File: src/rtl/pcr_pkg.sv
`timescale 1ns / 1ps
package pcr_pkg;

    localparam int VEC_W     = 63;
    localparam int NRM_W     = 48;
    localparam int NRM_C     = 16;
    localparam int IM_W      = 24;
    localparam int TOT_W     = IM_W + 1;
    localparam int RATIO_W   = 17;
    localparam int PEN_W     = 21;
    localparam int REST_W    = 16;
    localparam int TS_W      = 16;
    localparam int DIV_LAT   = RATIO_W;
    localparam int FRONT_LAT = 5;
    localparam int APPLY_LAT = 3;
    localparam int ADDR_W    = 3;
    localparam int DATA_W    = 32;

    localparam logic            REG_TIME_STEP = 1'b0;
    localparam logic [TS_W-1:0] TIME_STEP_RST = 16'd1092;

    typedef struct packed {
        logic [VEC_W-1:0]  vel_a;
        logic [VEC_W-1:0]  vel_b;
        logic [VEC_W-1:0]  acc_a;
        logic [VEC_W-1:0]  acc_b;
        logic [VEC_W-1:0]  pos_a;
        logic [VEC_W-1:0]  pos_b;
        logic [NRM_W-1:0]  normal_vec;
        logic [IM_W-1:0]   inv_mass_a;
        logic [IM_W-1:0]   inv_mass_b;
        logic [PEN_W-1:0]  penetration;
        logic [REST_W-1:0] restitution;
        logic              has_b;
    } pcr_item_t;

    typedef struct packed {
        logic [VEC_W-1:0] new_vel_a;
        logic [VEC_W-1:0] new_vel_b;
        logic [VEC_W-1:0] new_pos_a;
        logic [VEC_W-1:0] new_pos_b;
        logic             velocity_changed;
        logic             position_changed;
    } pcr_result_t;

    typedef struct packed {
        logic vchg;
        logic pchg;
        logic has_b;
    } pcr_ctl_t;

endpackage

File: src/rtl/pcr_div.sv
`timescale 1ns / 1ps
module pcr_div
    import pcr_pkg::*;
(
    input  logic               clk,
    input  logic               rst_n,
    input  logic               in_valid,
    input  logic [IM_W-1:0]    num,
    input  logic [TOT_W-1:0]   den,
    output logic               out_valid,
    output logic [RATIO_W-1:0] quo
);

    logic [TOT_W-1:0]   rem_reg [DIV_LAT];
    logic [TOT_W-1:0]   den_reg [DIV_LAT];
    logic [RATIO_W-1:0] quo_reg [DIV_LAT];
    logic [DIV_LAT-1:0] v_reg;

    for (genvar k = 0; k < DIV_LAT; k++)
    begin : g_stage
        logic [TOT_W-1:0]   rem_in;
        logic [TOT_W-1:0]   den_in;
        logic [RATIO_W-1:0] quo_in;
        logic               v_in;
        logic               bit_in;
        logic [TOT_W:0]     shf;
        logic [TOT_W:0]     diff;
        logic               ge;
        logic [TOT_W-1:0]   rem_next;

        if (k == 0)
        begin : g_first
            assign rem_in = {{(TOT_W-IM_W+1){1'b0}}, num[IM_W-1:1]};
            assign bit_in = num[0];
            assign den_in = den;
            assign quo_in = '0;
            assign v_in   = in_valid;
        end
        else
        begin : g_next
            assign rem_in = rem_reg[k-1];
            assign bit_in = 1'b0;
            assign den_in = den_reg[k-1];
            assign quo_in = quo_reg[k-1];
            assign v_in   = v_reg[k-1];
        end

        assign shf      = {rem_in, bit_in};
        assign diff     = shf - {1'b0, den_in};
        assign ge       = shf >= {1'b0, den_in};
        assign rem_next = ge ? diff[TOT_W-1:0] : shf[TOT_W-1:0];

        always_ff @(posedge clk or negedge rst_n)
        begin
            if (!rst_n)
                v_reg[k] <= 1'b0;
            else
                v_reg[k] <= v_in;
        end

        always_ff @(posedge clk)
        begin
            rem_reg[k] <= rem_next;
            den_reg[k] <= den_in;
            quo_reg[k] <= {quo_in[RATIO_W-2:0], ge};
        end
    end

    assign out_valid = v_reg[DIV_LAT-1];
    assign quo       = quo_reg[DIV_LAT-1];

endmodule

File: config.mk
export PLATFORM = sky130hd
export DESIGN_NAME = pcr_div
export DESIGN_NICKNAME = d
export VERILOG_FILES = /design/src/rtl/pcr_pkg.sv /design/src/rtl/pcr_div.sv
export SDC_FILE = /design/constraint.sdc
export NUM_CORES = 2
export LEC_CHECK = 0
export BUFFER_PORTS_ARGS = -buffer_cell sky130_fd_sc_hd__clkbuf_2
export CAP_MARGIN = 20
export CELL_PAD_IN_SITES_DETAIL_PLACEMENT = 1
export CELL_PAD_IN_SITES_GLOBAL_PLACEMENT = 1
export CORE_MARGIN = 2
export CORE_UTILIZATION = 50
export DETAILED_ROUTE_END_ITERATION = 8
export HOLD_SLACK_MARGIN = 0.15
export PLACE_DENSITY = 0.77
export SYNTH_ARGS = -nofsm -noshare
export SYNTH_HDL_FRONTEND = slang
export SYNTH_SLANG_ARGS = --single-unit
File: constraint.sdc
create_clock -name clk -period 3.68 [get_ports clk]
set_clock_uncertainty 0.05 [all_clocks]
set_input_delay 0.92 -clock clk [delete_from_list [all_inputs] [get_ports clk]]
set_output_delay 0.92 -clock clk [all_outputs]
set_load 0.02 [all_outputs]
* Word level (Yosys, flattened, before mapping)
Memory sizes are Yosys's and may differ from the RTL's.
Index checks and enable logic that the tools add are counted.
** Word-level totals
- Register bits after elaboration :: 17
- Memory bits (writable) :: 1139
- Bits of input ports :: 52
- Output and inout port bits :: 18
- Logic and storage cells :: 71
- Memories :: 3
** Operators by class
- Add/subtract/negate cells :: 17
- Order comparisons :: 17
- Muxes and demuxes :: 17
** Memory list
- den_reg :: words 17, bits a word 25, read ports 16, clocked after memory_dff 0, write ports 17, line pcr_div.sv:15 : logic [TOT_W-1:0] den_reg [DIV_LAT];
- rem_reg :: words 17, bits a word 25, read ports 16, clocked after memory_dff 0, write ports 17, line pcr_div.sv:14 : logic [TOT_W-1:0] rem_reg [DIV_LAT];
- quo_reg :: words 17, bits a word 17, read ports 17, clocked after memory_dff 0, write ports 17, line pcr_div.sv:16 : logic [RATIO_W-1:0] quo_reg [DIV_LAT];
** Operators by type and width (count)
- 2-to-1 mux 25 bit :: 17
- >= comparator 26 x 25 -> 1 bit :: 16
- subtractor 25 bit :: 16
- >= comparator 24 x 25 -> 1 bit :: 1
- subtractor 24 x 25 -> 25 bit :: 1

* Logic depth before layout (Yosys ltp)
An unclocked memory read counts as a cell.
- Depth in word-level cells :: 3
- Depth in mapped cells :: 14
- Gate-level depth less buffers :: 12

* Worst setup path before layout
Ideal clock, no wire load.
- Kind :: input to register
- Start point :: input den[10]
- End point :: memory rem_reg[0][18] (netlist name)
- Library setup time :: 0.121 ns
- Arrival time :: 3.441 ns
- Data required time :: 3.509 ns
- Setup slack :: 0.068 ns
- Cell stages on the path :: 13
- Buffers on the path :: 2
- Cells stage by stage :: inv_1 ha_1 and2_1 buf_2 nand3_1 a2111oi_2 o31ai_1 o21ai_1 a211o_1 nand2_1 a21oi_2 buf_2 mux2_2
** RTL lines
- start, declared :: line pcr_div.sv:9 : input logic [TOT_W-1:0] den,
- end, declared :: line pcr_div.sv:14

==> impl_results.md <==
* Layout cells sized above 1 at 11.6%
* Crit-path cells: inv_1 -> fa_1 -> nor2b_1 -> o2111ai_1 -> nand4b_1 -> a21boi_0 -> buf_4 -> o21ai_1 -> a41oi_1 -> o31ai_4 -> buf_12 -> mux2_2
* Post-CTS Setup Bufs at 0
* # fillers at 10277
* Syn nets at 5360
* Sw Ratio at 39.0%
* Least-Margin Pin Slew at 0.795 ns
* Pins Over Slew Limit at 0
* Antenna diode count at 0
* FFs w/ async S/R, synth at 1.75%
* Fmax at 0.282 GHz
* H-tree depth at 3
* Largest net degree at the start of global routing at 46
* EDFF count, synth at 0
* Port Buf Inserts at 69
* Crit. End Element: flop
* Slowest stage delay, CP at 0.51 ns
* P_int at 31.9 mW
* Tot Pwr at 52.2 mW
* Synth Instances at 4869
* Outcome: complete, no violations
* Clk_lat worst skew at 0.71 ns
* Dpl hpwl at 94200 um
* Hold WC Path Type: flop to flop
* Clock slew at reported path FFs at 0.06 ns
* Instance area at placement at 0.0482 mm2
* CTS Sinks at 970
* Grt total ovfl at 0
* Die H at 307 um
* Synth Flop Type: dfxtp_1
* Final period utilization at 96.4%
* # setup viols final at 0
* Initial Utilization at 50.3%
* Synth Area per Inst at 9.43 um2
* DRC violations left at 0
* First-pass DRT Iterations at 5
* Synth Register Bits at 970
* Switching pwr at 20.4 mW
* Clk pwr share at 20.7%
* Core area at 0.0914 mm2
* CTS buffer count at 101
* Initial antenna violation count at 0
* CTS tree: done
* Via count at 34877
* Layout area overhead at 12.8%
* Fin. Hold Viols at 0
* Seq/Total Area, Yosys at 42.5%
* Die area at 0.0943 mm2
* CP top delay family: compound AO/OA/AOI/OAI gates
* Dpl cells at 6097
* Synth cell types at 92
* Minimum clock period at 3.55 ns
* Yosys Warn Count at 0
* Slowest stage cell, crit path: fa_1
* Chip width at 307 um
* Arrival time at the worst endpoint at 4.08 ns
* PD cells at 1010 mW/mm2
* Final #Nets at 5506
* Fin util at 56.7%
* GP Congestion at 0.853
* WL per Instance at 19.5 um
* Vias in the first global route at 37261
* Critical path type: flop to flop
* Type of origin of the critical path: flop
* Final Cell Area at 0.0518 mm2
* RSZ-0062 raised after global routing: false
* CTS Root Buffer Type: clkbuf_16
* Rows at 111
* Comb power frac at 48.9%
* I/O Pins at 70
* Max Buffers Root-to-Sink at 3
* Relative slew slack at 45.6%
* Final ANT Viol Nets at 0
* First-pass GRT wire length at 197000 um
* Drt total wl at 123000 um
* DRT iter0 DRCs at 1634
* Gr usage total at 25.9%
* Required @ worst endpoint at 4.21 ns
* Sequential Power Share at 30.3%
* Fin cells at 6286
* Cell area after synthesis at 0.0459 mm2
* CP bufs+invs at 3
* Via density at 5.55
* Max VDD drop at 0.460 mV
* LEAKAGE at 24.3 nW
* Worst-path fanout max at 36
* Max-Cap Viols at 0
cell families (layout without fill, tap and decap cells):
logic type,after synthesis,after routing,synth area share (%)
AOI/OAI and AO/OA,1220,1220,17.1
xor gates and xnor gates,320,320,6.10
adders and majority gates,439,439,12.2
buffers and inverters,649,880,5.51
DFF,970,970,42.5
muxes,234,234,5.70
and+or+nand+nor,1037,1037,10.9
stage by stage:
| step | setup slack, ns | setup TNS [ns] | hold WS (ns) |
|---|---|---|---|
| 2_1_floorplan | 0.0683 | 0 | 0.260 |
| 3_3_place_gp | 0.00104 | 0 | 0.260 |
| 3_5_place_dp | -0.0743 | -1.32 | 0.263 |
| 4_1_cts | 0.0787 | 0 | 0.239 |
| 5_1_grt | 0.00654 | 0 | 0.250 |
| 6_report | 0.131 | 0 | 0.270 |
layout make-up:
class / instances / area, um2 / area share (%)
Clock buffer: 143 / 2960 / 5.70
Clock inverter: 45 / 651 / 1.26
Inverter: 526 / 1970 / 3.81
Multi-Input combinational cell: 3250 / 24000 / 46.4
Sequential cell: 970 / 19500 / 37.6
Tap cell: 1186 / 1480 / 2.86
Timing Repair Buffer: 166 / 1230 / 2.37
worst paths after layout:
path | slack, ns | from | end | cells after the start
setup / recovery | 0.13 | rem_reg[0][250] | rem_reg[0][278] | 12
hold / removal | 0.27 | quo_reg[15][0] | quo_reg[16][1] | 0
setup reg to reg | 0.13 | rem_reg[0][250] | rem_reg[0][278] | 12
hold reg to reg | 0.27 | quo_reg[15][0] | quo_reg[16][1] | 0
max in group asynchronous | 2.64 | rst_n | g_stage[14].v_in | 2
min in group asynchronous | 0.64 | rst_n | out_valid | 2
layer usage:
| layer | GRT usage [%] | vias up | share of wire (%) |
|---|---|---|---|
| met2 | 51.0 | 481 | 54 |
| met3 | 2.96 | 250 | 2.2 |
| li1 | - | 17150 | - |
| met5 | 0 | - | 0 |
| met1 | 27.8 | 16996 | 40 |
| met4 | 10.2 | 0 | 4.0 |
cells in the mapped netlist, types with 7 or more instances:
cell type  number  area share [%]
dfxtp_1       953              42
inv_1         524             4.3
ha_1          423              12
a21oi_1       346             3.8
nand2_1       288             2.4
nor2_1        279             2.3
o21ai_0       257             2.8
mux2_2        203             5.0
xnor2_1       199             3.8
a21o_1        188             3.1
xor2_1        121             2.3
nand3_1        93             1.0
clkbuf_1       83            0.68
o21a_1         72             1.2
nor2b_1        67            0.91
nand4_1        62            0.84
nand2b_1       51            0.69
a31oi_1        50            0.68
nor3_1         50            0.54
and3_1         38            0.52
o21bai_1       38            0.62
a211oi_1       35            0.57
o31ai_1        30            0.49
buf_2          26            0.28
and2_1         24            0.33
a21boi_0       23            0.38
o31a_1         19            0.36
dfrtp_1        17            0.93
a211o_1        16            0.31
fa_1           16            0.70
mux2_1         16            0.39
mux2i_1        15            0.33
a41oi_1        14            0.27
and4_1         14            0.27
nor4_1         13            0.18
o211ai_1       13            0.21
or3_1          13            0.18
a221oi_1       12            0.23
a31o_2         10            0.19
or4_1          10            0.16
a2111oi_0       9            0.17
or2_2           9            0.12
o21ai_1         8           0.087
nor3b_1         7            0.11
o2111ai_1       7            0.13
cells in the final DEF, fill, tap and decap left out, types with 13 or more instances in the layout:
cell,n
or3_1,13
a211oi_1,34
clkbuf_8,27
dfxtp_1,953
o31ai_1,28
xnor2_1,199
clkbuf_2,69
mux2i_1,15
clkinv_2,21
o21ai_0,256
nor2b_1,67
mux2_1,16
ha_1,423
a21oi_1,345
o31a_1,19
and4_1,14
nor3_1,50
nor4_1,13
dfrtp_1,17
and3_1,38
nand3_1,93
clkbuf_1,15
a31oi_1,48
nor2_1,279
a211o_1,16
buf_4,84
nand2_1,288
clkbuf_16,101
a21boi_0,23
nand4_1,62
fa_1,16
nand2b_1,51
inv_1,524
a21o_1,188
mux2_2,203
o21bai_1,38
o211ai_1,13
and2_1,24
o21a_1,72
xor2_1,121
power by group through the flow:
| stage | combinational (mW) | sequential, mW | clock [mW] |
|---|---|---|---|
| 6_report | 25.6 | 15.9 | 10.8 |
| 5_1_grt | 28.2 | 16.1 | 11.5 |
| 3_5_place_dp | 25.0 | 16.0 | 0 |
| 2_1_floorplan | 18.9 | 15.2 | 0 |
| 3_3_place_gp | 24.2 | 15.9 | 0 |
| 4_1_cts | 25.5 | 15.9 | 11.1 |
worst register-to-register path, cell delays in order (launching register included):
cell and delay, ns:
dfxtp_1 0.38, inv_1 0.09, fa_1 0.51, nor2b_1 0.23
o2111ai_1 0.20, nand4b_1 0.18, a21boi_0 0.10, buf_4 0.17
o21ai_1 0.31, a41oi_1 0.26, o31ai_4 0.29, buf_12 0.24
mux2_2 0.41
repair_timing:
action,CTS,global route
hold buffers,1,0
resized for setup,0,7
setup endpoints to repair,0,53
endpoints found under the hold margin,17,0
(Power assumes the default switching activity.)
